===== config.mk =====
export PLATFORM = sky130hd
export DESIGN_NAME = isolated_pixel_removal_flat
export DESIGN_NICKNAME = d
export VERILOG_FILES = /design/src/design/isp_pkg.sv /design/src/design/isp_if.sv /design/src/design/isp_ctrl.sv /design/src/design/isp_linebuf.sv /design/src/design/isp_filter.sv /design/src/design/isp_outbuf.sv /design/src/design/isolated_pixel_removal.sv /design/src/flat_wrapper.sv
export SDC_FILE = /design/constraint.sdc
export NUM_CORES = 2
export LEC_CHECK = 0
export BUFFER_PORTS_ARGS = -buffer_cell sky130_fd_sc_hd__clkbuf_2
export CAP_MARGIN = 20
export CORE_MARGIN = 4
export CORE_UTILIZATION = 41
export DETAILED_ROUTE_END_ITERATION = 10
export HOLD_SLACK_MARGIN = 0.06
export SYNTH_ARGS = -nofsm -noshare
export SYNTH_HDL_FRONTEND = slang
export SYNTH_SLANG_ARGS = --single-unit

===== constraint.sdc =====
create_clock -name clk -period 13.15 [get_ports clk]
set_input_delay 2.63 -clock clk [delete_from_list [all_inputs] [get_ports clk]]
set_output_delay 2.63 -clock clk [all_outputs]
set_load 0.02 [all_outputs]

===== src/design/isp_pkg.sv =====
`timescale 1ns / 1ps
`default_nettype none
// ----------------------------------------------------------------------------
// isp_pkg
// Shared types, register codes, window masks and helpers for the isolated
// pixel removal filter.
// ----------------------------------------------------------------------------
package isp_pkg;

	// configuration port
	localparam int CFG_W     = 11;
	localparam int CFG_IDX_W = 1;
	localparam int CFG_MAX   = (2 ** CFG_W) - 1;

	localparam logic [CFG_IDX_W-1:0] REG_FRAME_WIDTH  = 1'd0;
	localparam logic [CFG_IDX_W-1:0] REG_FRAME_HEIGHT = 1'd1;

	// frame geometry defaults
	localparam int DEF_MAX_WIDTH  = 1024;
	localparam int DEF_MAX_HEIGHT = 1024;
	localparam int RESET_SIZE     = 1024;
	localparam int ROW_W          = 11;

	// request kinds
	localparam logic KIND_PIXEL = 1'b0;
	localparam logic KIND_FLUSH = 1'b1;

	// 3x3 window bit groups: bit 4 is the centre, bits 8..6 the oldest column
	localparam logic [8:0] MASK_ALL    = 9'h1EF;
	localparam logic [8:0] MASK_RIGHT  = 9'h007;
	localparam logic [8:0] MASK_LEFT   = 9'h1C0;
	localparam logic [8:0] MASK_TOP    = 9'h124;
	localparam logic [8:0] MASK_BOTTOM = 9'h049;

	// control carried with a request in the first stage
	typedef struct packed {
		logic vld;
		logic emit;
		logic eof;
		logic pix;
		logic at_right;
		logic at_left;
		logic at_top;
		logic at_bottom;
	} isp_ctl_t;

	// zero reads as one, oversize saturates to the limit
	function automatic logic [CFG_W-1:0] clamp_size(input logic [CFG_W-1:0] v,
			input logic [CFG_W-1:0] lim);
		logic [CFG_W-1:0] r;
		if (v == '0) begin
			r = CFG_W'(1);
		end else if (v > lim) begin
			r = lim;
		end else begin
			r = v;
		end
		return r;
	endfunction

endpackage
`default_nettype wire


===== src/design/isp_if.sv =====
`timescale 1ns / 1ps
`default_nettype none
// ----------------------------------------------------------------------------
// isp_if
// Valid/ready channels for the pixel stream and the filtered result stream.
// ----------------------------------------------------------------------------
interface isp_pix_if;
	logic valid;
	logic ready;
	logic kind;
	logic pixel_in;

	modport source(output valid, output kind, output pixel_in, input ready);
	modport sink(input valid, input kind, input pixel_in, output ready);
endinterface

interface isp_res_if;
	logic valid;
	logic ready;
	logic clean_pixel;
	logic end_of_frame;

	modport source(output valid, output clean_pixel, output end_of_frame, input ready);
	modport sink(input valid, input clean_pixel, input end_of_frame, output ready);
endinterface
`default_nettype wire


===== src/design/isp_ctrl.sv =====
`timescale 1ns / 1ps
`default_nettype none
// ----------------------------------------------------------------------------
// isp_ctrl
// Frame size registers, input and result position counters, and the first
// pipeline stage that carries each request's control to the filter.
// ----------------------------------------------------------------------------
module isp_ctrl #(
	parameter int MAX_WIDTH  = isp_pkg::DEF_MAX_WIDTH,
	parameter int MAX_HEIGHT = isp_pkg::DEF_MAX_HEIGHT,
	parameter int COL_W      = 10
) (
	input  logic                          clk,
	input  logic                          arst_n,
	input  logic                          cfg_we,
	input  logic [isp_pkg::CFG_IDX_W-1:0] cfg_index,
	input  logic [isp_pkg::CFG_W-1:0]     cfg_data,
	input  logic                          in_valid,
	output logic                          in_ready,
	input  logic                          in_kind,
	input  logic                          in_pixel,
	input  logic                          room,
	output isp_pkg::isp_ctl_t             ctl_s1,
	output logic [COL_W-1:0]              col_s1,
	output logic                          rd_en,
	output logic [COL_W-1:0]              rd_addr,
	output logic                          restart
);
	import isp_pkg::*;

	localparam int WLIM  = (MAX_WIDTH < CFG_MAX) ? MAX_WIDTH : CFG_MAX;
	localparam int HLIM  = (MAX_HEIGHT < CFG_MAX) ? MAX_HEIGHT : CFG_MAX;
	localparam int W_RST = (RESET_SIZE < WLIM) ? RESET_SIZE : WLIM;
	localparam int H_RST = (RESET_SIZE < HLIM) ? RESET_SIZE : HLIM;

	logic [CFG_W-1:0] w_q;
	logic [CFG_W-1:0] h_q;
	logic [COL_W-1:0] col_q;
	logic [ROW_W-1:0] row_q;
	logic [COL_W-1:0] rcol_q;
	logic [ROW_W-1:0] rrow_q;

	logic     acc;
	logic     take;
	logic     in_frame;
	logic     col_last;
	logic     emit;
	logic     rcol_last;
	logic     rrow_last;
	logic     eof;
	isp_ctl_t ctl_d;

	// request acceptance and filtering of out-of-place pixels and flushes
	assign in_ready = !ctl_s1.vld || room;
	assign acc      = in_valid && in_ready;
	assign in_frame = row_q < h_q;
	assign take     = acc && ((in_kind == KIND_PIXEL) ? in_frame : !in_frame);

	// position flags
	assign col_last  = ((CFG_W + 1)'(col_q) + (CFG_W + 1)'(1)) >= {1'b0, w_q};
	assign emit      = (row_q >= ROW_W'(2)) || ((row_q == ROW_W'(1)) && (col_q != '0));
	assign rcol_last = ((CFG_W + 1)'(rcol_q) + (CFG_W + 1)'(1)) >= {1'b0, w_q};
	assign rrow_last = ((ROW_W + 1)'(rrow_q) + (ROW_W + 1)'(1)) >= {1'b0, h_q};
	assign eof       = emit && rcol_last && rrow_last;

	assign restart = cfg_we && ((cfg_index == REG_FRAME_WIDTH) ||
		(cfg_index == REG_FRAME_HEIGHT));
	assign rd_en   = take;
	assign rd_addr = col_q;

	// stage control for the filter
	always_comb begin
		ctl_d           = '0;
		ctl_d.vld       = take;
		ctl_d.emit      = emit;
		ctl_d.eof       = eof;
		ctl_d.pix       = (in_kind == KIND_PIXEL) ? in_pixel : 1'b0;
		ctl_d.at_right  = rcol_last;
		ctl_d.at_left   = (rcol_q == '0);
		ctl_d.at_top    = (rrow_q == '0);
		ctl_d.at_bottom = rrow_last;
	end

	// size registers and position counters
	always_ff @(posedge clk or negedge arst_n) begin
		if (!arst_n) begin
			w_q    <= CFG_W'(W_RST);
			h_q    <= CFG_W'(H_RST);
			col_q  <= '0;
			row_q  <= '0;
			rcol_q <= '0;
			rrow_q <= '0;
		end else if (cfg_we) begin
			case (cfg_index)
				REG_FRAME_WIDTH: w_q <= clamp_size(cfg_data, CFG_W'(WLIM));
				REG_FRAME_HEIGHT: h_q <= clamp_size(cfg_data, CFG_W'(HLIM));
				default: ;
			endcase
			if (restart) begin
				col_q  <= '0;
				row_q  <= '0;
				rcol_q <= '0;
				rrow_q <= '0;
			end
		end else if (take) begin
			if (eof) begin
				col_q  <= '0;
				row_q  <= '0;
				rcol_q <= '0;
				rrow_q <= '0;
			end else begin
				if (col_last) begin
					col_q <= '0;
					row_q <= row_q + ROW_W'(1);
				end else begin
					col_q <= col_q + COL_W'(1);
				end
				if (emit) begin
					if (rcol_last) begin
						rcol_q <= '0;
						rrow_q <= rrow_q + ROW_W'(1);
					end else begin
						rcol_q <= rcol_q + COL_W'(1);
					end
				end
			end
		end
	end

	// first stage control
	always_ff @(posedge clk or negedge arst_n) begin
		if (!arst_n) begin
			ctl_s1 <= '0;
		end else if (in_ready) begin
			ctl_s1 <= ctl_d;
		end
	end

	// first stage column
	always_ff @(posedge clk) begin
		if (take) begin
			col_s1 <= col_q;
		end
	end

endmodule
`default_nettype wire


===== src/design/isp_linebuf.sv =====
`timescale 1ns / 1ps
`default_nettype none
// ----------------------------------------------------------------------------
// isp_linebuf
// Two one-bit line delays held as one two-bit-wide memory, read at request
// time and written when the request leaves the first stage, with a bypass
// for back-to-back access to the same column.
// ----------------------------------------------------------------------------
module isp_linebuf #(
	parameter int DEPTH  = isp_pkg::DEF_MAX_WIDTH,
	parameter int ADDR_W = 10
) (
	input  logic              clk,
	input  logic              arst_n,
	input  logic              rd_en,
	input  logic [ADDR_W-1:0] rd_addr,
	input  logic              wr_en,
	input  logic [ADDR_W-1:0] wr_addr,
	input  logic [1:0]        wr_data,
	output logic              up1,
	output logic              up2
);
	import isp_pkg::*;

	// bit 1 holds the older row, bit 0 the newer row
	logic [1:0] mem [DEPTH];
	logic [1:0] rd_q;
	logic [1:0] byp_d_q;
	logic       byp_q;
	logic [1:0] line;

	// memory port
	always_ff @(posedge clk) begin
		if (wr_en) begin
			mem[wr_addr] <= wr_data;
		end
		if (rd_en) begin
			rd_q <= mem[rd_addr];
		end
	end

	// same-column bypass flag
	always_ff @(posedge clk or negedge arst_n) begin
		if (!arst_n) begin
			byp_q <= 1'b0;
		end else if (rd_en) begin
			byp_q <= wr_en && (wr_addr == rd_addr);
		end
	end

	// bypass data
	always_ff @(posedge clk) begin
		if (rd_en) begin
			byp_d_q <= wr_data;
		end
	end

	assign line = byp_q ? byp_d_q : rd_q;
	assign up1  = line[0];
	assign up2  = line[1];

endmodule
`default_nettype wire


===== src/design/isp_filter.sv =====
`timescale 1ns / 1ps
`default_nettype none
// ----------------------------------------------------------------------------
// isp_filter
// 3x3 window shift register, frame-border masking and the keep decision for
// the centre pixel.
// ----------------------------------------------------------------------------
module isp_filter (
	input  logic              clk,
	input  logic              arst_n,
	input  isp_pkg::isp_ctl_t ctl_s1,
	input  logic              up1,
	input  logic              up2,
	input  logic              move,
	input  logic              restart,
	output logic              push,
	output logic              push_keep,
	output logic              push_eof
);
	import isp_pkg::*;

	logic [8:0] win_q;
	logic [8:0] win_next;
	logic [8:0] mask;

	// new column enters at the low bits
	assign win_next = {win_q[5:0], up2, up1, ctl_s1.pix};

	// drop neighbours that fall outside the frame
	always_comb begin
		mask = MASK_ALL;
		if (ctl_s1.at_right) begin
			mask = mask & ~MASK_RIGHT;
		end
		if (ctl_s1.at_left) begin
			mask = mask & ~MASK_LEFT;
		end
		if (ctl_s1.at_top) begin
			mask = mask & ~MASK_TOP;
		end
		if (ctl_s1.at_bottom) begin
			mask = mask & ~MASK_BOTTOM;
		end
	end

	// keep decision
	assign push      = move && ctl_s1.emit;
	assign push_keep = win_next[4] && (|(win_next & mask));
	assign push_eof  = ctl_s1.eof;

	// window register, cleared on frame restart and after the end-of-frame request
	always_ff @(posedge clk or negedge arst_n) begin
		if (!arst_n) begin
			win_q <= '0;
		end else if (restart) begin
			win_q <= '0;
		end else if (move) begin
			win_q <= ctl_s1.eof ? 9'h000 : win_next;
		end
	end

endmodule
`default_nettype wire


===== src/design/isp_outbuf.sv =====
`timescale 1ns / 1ps
`default_nettype none
// ----------------------------------------------------------------------------
// isp_outbuf
// Result register with a skid entry, so the pipeline keeps taking requests
// while a result waits on the output.
// ----------------------------------------------------------------------------
module isp_outbuf (
	input  logic      clk,
	input  logic      arst_n,
	input  logic      push,
	input  logic      push_keep,
	input  logic      push_eof,
	output logic      room,
	isp_res_if.source res
);
	import isp_pkg::*;

	logic       main_v_q;
	logic       skid_v_q;
	logic [1:0] main_d_q;
	logic [1:0] skid_d_q;
	logic       pop;
	logic       load_main;

	assign pop       = main_v_q && res.ready;
	assign load_main = !main_v_q || pop;
	assign room      = !skid_v_q;

	assign res.valid        = main_v_q;
	assign res.clean_pixel  = main_d_q[1];
	assign res.end_of_frame = main_d_q[0];

	// occupancy
	always_ff @(posedge clk or negedge arst_n) begin
		if (!arst_n) begin
			main_v_q <= 1'b0;
			skid_v_q <= 1'b0;
		end else if (load_main) begin
			main_v_q <= skid_v_q || push;
			skid_v_q <= 1'b0;
		end else if (push) begin
			skid_v_q <= 1'b1;
		end
	end

	// result data
	always_ff @(posedge clk) begin
		if (load_main) begin
			main_d_q <= skid_v_q ? skid_d_q : {push_keep, push_eof};
		end else if (push) begin
			skid_d_q <= {push_keep, push_eof};
		end
	end

endmodule
`default_nettype wire


===== src/design/isolated_pixel_removal.sv =====
`timescale 1ns / 1ps
`default_nettype none
// Latency: a result passes the first-stage and result registers after the request
// that completes it; in stream terms a pixel's result leaves with the request one
// row plus one pixel later (frame_width + 1 flush requests drain the last row).
// Throughput: one request per cycle while results do not back up, limited by the single line-buffer port pair.
// Reset: asynchronous, frame size 1024 x 1024 (capped at the parameters); the
// line buffer has no clearing pass, rows not yet written this frame are masked.
// ----------------------------------------------------------------------------
// isolated_pixel_removal
// Streaming 3x3 filter that clears set pixels with no set neighbour inside
// the frame.
// ----------------------------------------------------------------------------
module isolated_pixel_removal #(
	parameter int MAX_WIDTH  = isp_pkg::DEF_MAX_WIDTH,
	parameter int MAX_HEIGHT = isp_pkg::DEF_MAX_HEIGHT
) (
	input  logic                          clk,
	input  logic                          arst_n,
	isp_pix_if.sink                       pix_in,
	isp_res_if.source                     res_out,
	input  logic                          cfg_we,
	input  logic [isp_pkg::CFG_IDX_W-1:0] cfg_index,
	input  logic [isp_pkg::CFG_W-1:0]     cfg_data
);
	import isp_pkg::*;

	localparam int WLIM  = (MAX_WIDTH < CFG_MAX) ? MAX_WIDTH : CFG_MAX;
	localparam int COL_W = (WLIM > 1) ? $clog2(WLIM) : 1;

	isp_ctl_t         ctl_s1;
	logic [COL_W-1:0] col_s1;
	logic [COL_W-1:0] rd_addr;
	logic             rd_en;
	logic             restart;
	logic             room;
	logic             move;
	logic             up1;
	logic             up2;
	logic             push;
	logic             push_keep;
	logic             push_eof;

	// first stage advances when the output side has space
	assign move = ctl_s1.vld && room;

	// counters and first stage
	isp_ctrl #(
		.MAX_WIDTH (MAX_WIDTH),
		.MAX_HEIGHT(MAX_HEIGHT),
		.COL_W     (COL_W)
	) u_ctrl (
		.clk      (clk),
		.arst_n   (arst_n),
		.cfg_we   (cfg_we),
		.cfg_index(cfg_index),
		.cfg_data (cfg_data),
		.in_valid (pix_in.valid),
		.in_ready (pix_in.ready),
		.in_kind  (pix_in.kind),
		.in_pixel (pix_in.pixel_in),
		.room     (room),
		.ctl_s1   (ctl_s1),
		.col_s1   (col_s1),
		.rd_en    (rd_en),
		.rd_addr  (rd_addr),
		.restart  (restart)
	);

	// line delays
	isp_linebuf #(
		.DEPTH (WLIM),
		.ADDR_W(COL_W)
	) u_linebuf (
		.clk    (clk),
		.arst_n (arst_n),
		.rd_en  (rd_en),
		.rd_addr(rd_addr),
		.wr_en  (move),
		.wr_addr(col_s1),
		.wr_data({up1, ctl_s1.pix}),
		.up1    (up1),
		.up2    (up2)
	);

	// window and keep decision
	isp_filter u_filter (
		.clk      (clk),
		.arst_n   (arst_n),
		.ctl_s1   (ctl_s1),
		.up1      (up1),
		.up2      (up2),
		.move     (move),
		.restart  (restart),
		.push     (push),
		.push_keep(push_keep),
		.push_eof (push_eof)
	);

	// result register
	isp_outbuf u_outbuf (
		.clk      (clk),
		.arst_n   (arst_n),
		.push     (push),
		.push_keep(push_keep),
		.push_eof (push_eof),
		.room     (room),
		.res      (res_out)
	);

endmodule
`default_nettype wire


===== src/flat_wrapper.sv =====
// flat-port wrapper written by rule: the top's interface ports become plain ports
module isolated_pixel_removal_flat import isp_pkg::*;
#(
	parameter int MAX_WIDTH  = isp_pkg::DEF_MAX_WIDTH,
	parameter int MAX_HEIGHT = isp_pkg::DEF_MAX_HEIGHT
)
  (clk, arst_n, cfg_we, cfg_index, cfg_data, pix_in_valid, pix_in_kind, pix_in_pixel_in, pix_in_ready, res_out_valid, res_out_clean_pixel, res_out_end_of_frame, res_out_ready);
  isp_pix_if pix_in_i ();
  isp_res_if res_out_i ();
  input  logic clk;
  input  logic arst_n;
  input  logic cfg_we;
  input  logic [isp_pkg::CFG_IDX_W-1:0] cfg_index;
  input  logic [isp_pkg::CFG_W-1:0] cfg_data;
  input wire logic [$bits(pix_in_i.valid)-1:0] pix_in_valid;
  input wire logic [$bits(pix_in_i.kind)-1:0] pix_in_kind;
  input wire logic [$bits(pix_in_i.pixel_in)-1:0] pix_in_pixel_in;
  output wire logic [$bits(pix_in_i.ready)-1:0] pix_in_ready;
  output wire logic [$bits(res_out_i.valid)-1:0] res_out_valid;
  output wire logic [$bits(res_out_i.clean_pixel)-1:0] res_out_clean_pixel;
  output wire logic [$bits(res_out_i.end_of_frame)-1:0] res_out_end_of_frame;
  input wire logic [$bits(res_out_i.ready)-1:0] res_out_ready;
  assign pix_in_i.valid = pix_in_valid;
  assign pix_in_i.kind = pix_in_kind;
  assign pix_in_i.pixel_in = pix_in_pixel_in;
  assign pix_in_ready = pix_in_i.ready;
  assign res_out_valid = res_out_i.valid;
  assign res_out_clean_pixel = res_out_i.clean_pixel;
  assign res_out_end_of_frame = res_out_i.end_of_frame;
  assign res_out_i.ready = res_out_ready;
  isolated_pixel_removal #(.MAX_WIDTH(MAX_WIDTH), .MAX_HEIGHT(MAX_HEIGHT)) u_core (.clk(clk), .arst_n(arst_n), .pix_in(pix_in_i), .res_out(res_out_i), .cfg_we(cfg_we), .cfg_index(cfg_index), .cfg_data(cfg_data));
endmodule

==> flow_metrics.py <==
metrics = {
    "run_status": {
        "status": "finished clean",
    },
    "power_and_ir_drop": {
        "power_density_nw_per_um2": 166,
        "cellLeakagePower_nw": 30.6,
        "max-vdd-ir-drop_mv": 0.125,
    },
    "cts": {
        "cts_tree": "built",
        "cts_hold_buf": 0,
        "clockRootBuffer": "clkbuf_16",
        "cts_buffer_depth": 3,
        "clk_latency_ns": 0.86,
        "cts_buffers": 219,
        "htree_num_levels": 4,
        "clkTransAtPathRegs_ns": 0.06,
        "ctsResizeCount": 0,
        "clock_sink_count": 2147,
        "postCtsSetupBuffers": 0,
    },
    "floorplan": {
        "core_sq_um": 218000,
        "die_y_um": 476,
        "start_util_pct": 41.3,
        "io_pins": 23,
        "dieArea_sq_um": 227000,
        "die_x_um": 476,
        "fp-row-count": 171,
    },
    "grt": {
        "grt_pass1_wl_um": 389000,
        "met3_usage_pct": 5.71,
        "met1_usage_pct": 32.1,
        "grt_use_total_pct": 23.7,
        "grt_overflow": 0,
        "grt_busiest_layer": "met2",
        "grt_max_degree": 238,
        "grt_pass1_vias": 52300,
        "antenna_found_initial": 7,
        "use_met2_pct": 37.0,
    },
    "sta": {
        "clock_skew_ns": 0.0605,
        "max_freq_ghz": 0.185,
        "hold_viol": 0,
        "fin_crit_ns": 5.41,
        "fin_setup_tns_ns": 0,
        "fin_crit_sh_pct": 41.1,
        "slew_headroom_pct": 16.6,
        "hold_slack_ns": 0.487,
        "rsz0062_at_grt": "no",
        "worst_pin_slew_ns": 1.25,
        "final_max_slew_viol_count": 0,
        "setup_viol": 0,
    },
    "synth": {
        "yosys_warnings": 0,
        "async_flop_share_pct": 3.77,
        "synth_top_area_share_pct": 69.0,
        "synth_top_area_cell": "edfxtp_1",
        "syn_nets": 5601,
        "syn_avg_cell_area_sq_um": 16.3,
        "synth_edf_count": 2066,
        "synth.area.top_cells": "edfxtp_1 69%, mux4_2 11%, nor2_1 4.6%",
        "synth_cells": 5530,
        "synth_cell_type_count": 87,
        "ys.flop_type": "edfxtp_1",
        "yosys_register_bits": 2147,
        "syn_area_sq_um": 90000,
        "yosysSeqAreaShare_pct": 71.2,
    },
    "critical_path": {
        "r2r_setup_slack_ns": 7.74,
        "rr_endpoint": "u_core.u_linebuf.rd_q[0]$_DFFE_PP_",
        "cp.arrival_ns": 5.96,
        "worstSetupStartpointType": "flop",
        "worst-r2r-cell-count": 10,
        "reg2reg_from": "u_core.u_ctrl.rd_addr[0]$_DFFE_PN0P_",
        "end_kind": "flop",
        "required_ns": 13.71,
        "crit_type": "flop to flop",
        "critPathMaxFanout": 44,
    },
    "layout": {
        "drive_gt1_share_pct": 18.4,
        "syn_to_final_growth_pct": 11.6,
        "final_cell_mix": "2066 x edfxtp_1, 1103 x nor2_1, 455 x mux4_2, 219 x clkbuf_16, 207 x nand2_1",
        "final.fill_count": 18600,
        "final_common_cell": "edfxtp_1",
        "nNetsFinal": 5584,
    },
    "detailed_routing": {
        "drtPass1Iterations": 7,
        "wire_per_inst_um": 32.1,
        "route.vias.total": 52800,
        "post-route-drc-count": 0,
        "routed_via_density": 6.16,
        "wl_um": 274000,
        "drt_iter0_drc": 7589,
        "ant_nets": 0,
    },
    "hold_path": {
        "hold_path_end": "u_core.u_ctrl.h_q[5]$_DFFE_PN0P_",
        "min_path_type": "flop to flop",
        "hp-start": "u_core.u_ctrl.h_q[5]$_DFFE_PN0P_",
        "whs_path_depth": 2,
    },
    "placed_design": {
        "io_buffers": 22,
        "gp_congestion": 0.906,
        "dp_hpwl_um": 162000,
    },
    "flow_run": {
        "cap_violations": 0,
    },
}
worst max path at each step:
stage / startpoint / endpoint / slack (ns)
floorplan: u_core.u_linebuf.byp_q$_DFFE_PN0P_ / u_core.u_linebuf.byp_d_q[1]$_DFFE_PP_ / 4.18
global placement: u_core.u_ctrl.rd_addr[0]$_DFFE_PN0P_ / u_core.u_linebuf.rd_q[1]$_DFFE_PP_ / 7.88
detailed placement: u_core.u_ctrl.rd_addr[0]$_DFFE_PN0P_ / u_core.u_linebuf.rd_q[0]$_DFFE_PP_ / 7.89
CTS: u_core.u_ctrl.rd_addr[0]$_DFFE_PN0P_ / u_core.u_linebuf.rd_q[0]$_DFFE_PP_ / 7.87
global route: u_core.u_ctrl.rd_addr[0]$_DFFE_PN0P_ / u_core.u_linebuf.rd_q[0]$_DFFE_PP_ / 7.53
finish: u_core.u_ctrl.rd_addr[0]$_DFFE_PN0P_ / u_core.u_linebuf.rd_q[0]$_DFFE_PP_ / 7.74
metal layers:
metal	share of wire, %	vias up
li1	-	21400
met1	38	27600
met5	0.0062	-
met4	4.7	2
met3	10	613
met2	47	3160
cell usage after synthesis (6+ instances only):
master	n
a22oi_1	82
buf_1	83
nor3b_1	8
o2111ai_1	17
o22ai_1	55
nor2b_1	31
a31oi_1	12
nor3_1	47
nand4_1	32
xnor2_1	29
a21oi_1	50
a211oi_1	33
o221ai_1	6
edfxtp_1	2066
buf_2	52
and2_1	16
o211ai_1	29
mux2i_1	165
or2_2	8
buf_6	39
o21ai_0	73
a221oi_1	11
ha_1	52
and3_1	22
o31ai_1	7
inv_1	64
dfrtp_1	79
nand2_1	228
a22o_1	9
nand2b_1	31
buf_4	27
nor2_1	1111
mux4_2	455
clkbuf_1	221
nor4_1	31
o41ai_1	8
a21o_1	12
nand3_1	93
o32ai_1	14
a2111oi_0	12
nand3b_1	12
mux2_2	20
cell families after synthesis:
group	after synthesis	share of synthesized area, %
AND/OR/NAND/NOR	1689	7.90
AO/OA/AOI/OAI	470	3.67
multiplexers	642	13.5
XOR/XNOR	34	0.331
buffers and inverters	496	2.65
flip-flops	2147	71.2
adder cells (fa/ha/maj)	52	0.723
critical path: stages (launching register included):
cell	delay, ns
dfrtp_4	0.91
buf_4	0.65
buf_4	0.80
mux4_2	0.61
mux2_2	0.29
a2bb2oi_1	0.27
a221oi_1	0.25
a21oi_1	0.18
nand4_1	0.12
nor3_1	0.70
nor4_1	0.13
through the flow:
step	instance area (sq um)	worst slack (ns)	util [%]	cells	total power, mW
floorplan	90000	4.18	-	5530	9.84
global placement	93000	7.88	42.7	8134	10.6
detailed placement	93200	7.89	42.8	8144	10.6
CTS	100000	7.87	46.1	8553	16.7
global route	100000	7.53	46.1	8556	17.2
finish	100000	7.74	46.1	8563	16.6
area by class of cell:
class	count	area, sq um	area share [%]
Multi-Input combinational cell	2887	23700	23.6
Clock inverter	156	1540	1.53
Sequential cell	2147	64100	63.8
Antenna cell	8	20.0	0.0199
Inverter	68	258	0.257
Timing Repair Buffer	190	1580	1.57
Tap cell	2854	3570	3.56
Clock buffer	253	5610	5.59
where the power goes:
part | leakage (nW) | total, mW | switching (mW) | internal (mW)
combinational | 7.34 | 2.61 | 1.65 | 0.959
sequential | 19.8 | 7.84 | 0.0839 | 7.76
clock | 3.48 | 6.20 | 2.70 | 3.50
registers in the layout (all words and copies together), names as in the netlist:
signal	count
u_core.u_ctrl.col_s1	10
u_core.u_ctrl.ctl_s1	8
u_core.u_ctrl.h_q	11
u_core.u_ctrl.rcol_q	10
u_core.u_ctrl.rd_addr	10
u_core.u_ctrl.row_q	11
u_core.u_ctrl.rrow_q	11
u_core.u_ctrl.w_q	11
u_core.u_filter.win_q	6
u_core.u_linebuf.byp_d_q	2
u_core.u_linebuf.byp_q	1
u_core.u_linebuf.mem	2048
u_core.u_linebuf.rd_q	2
u_core.u_outbuf.main_d_q	2
u_core.u_outbuf.res.valid	1
u_core.u_outbuf.skid_d_q	2
u_core.u_outbuf.skid_v_q	1
Note: power is estimated with default switching activity, not from simulation.
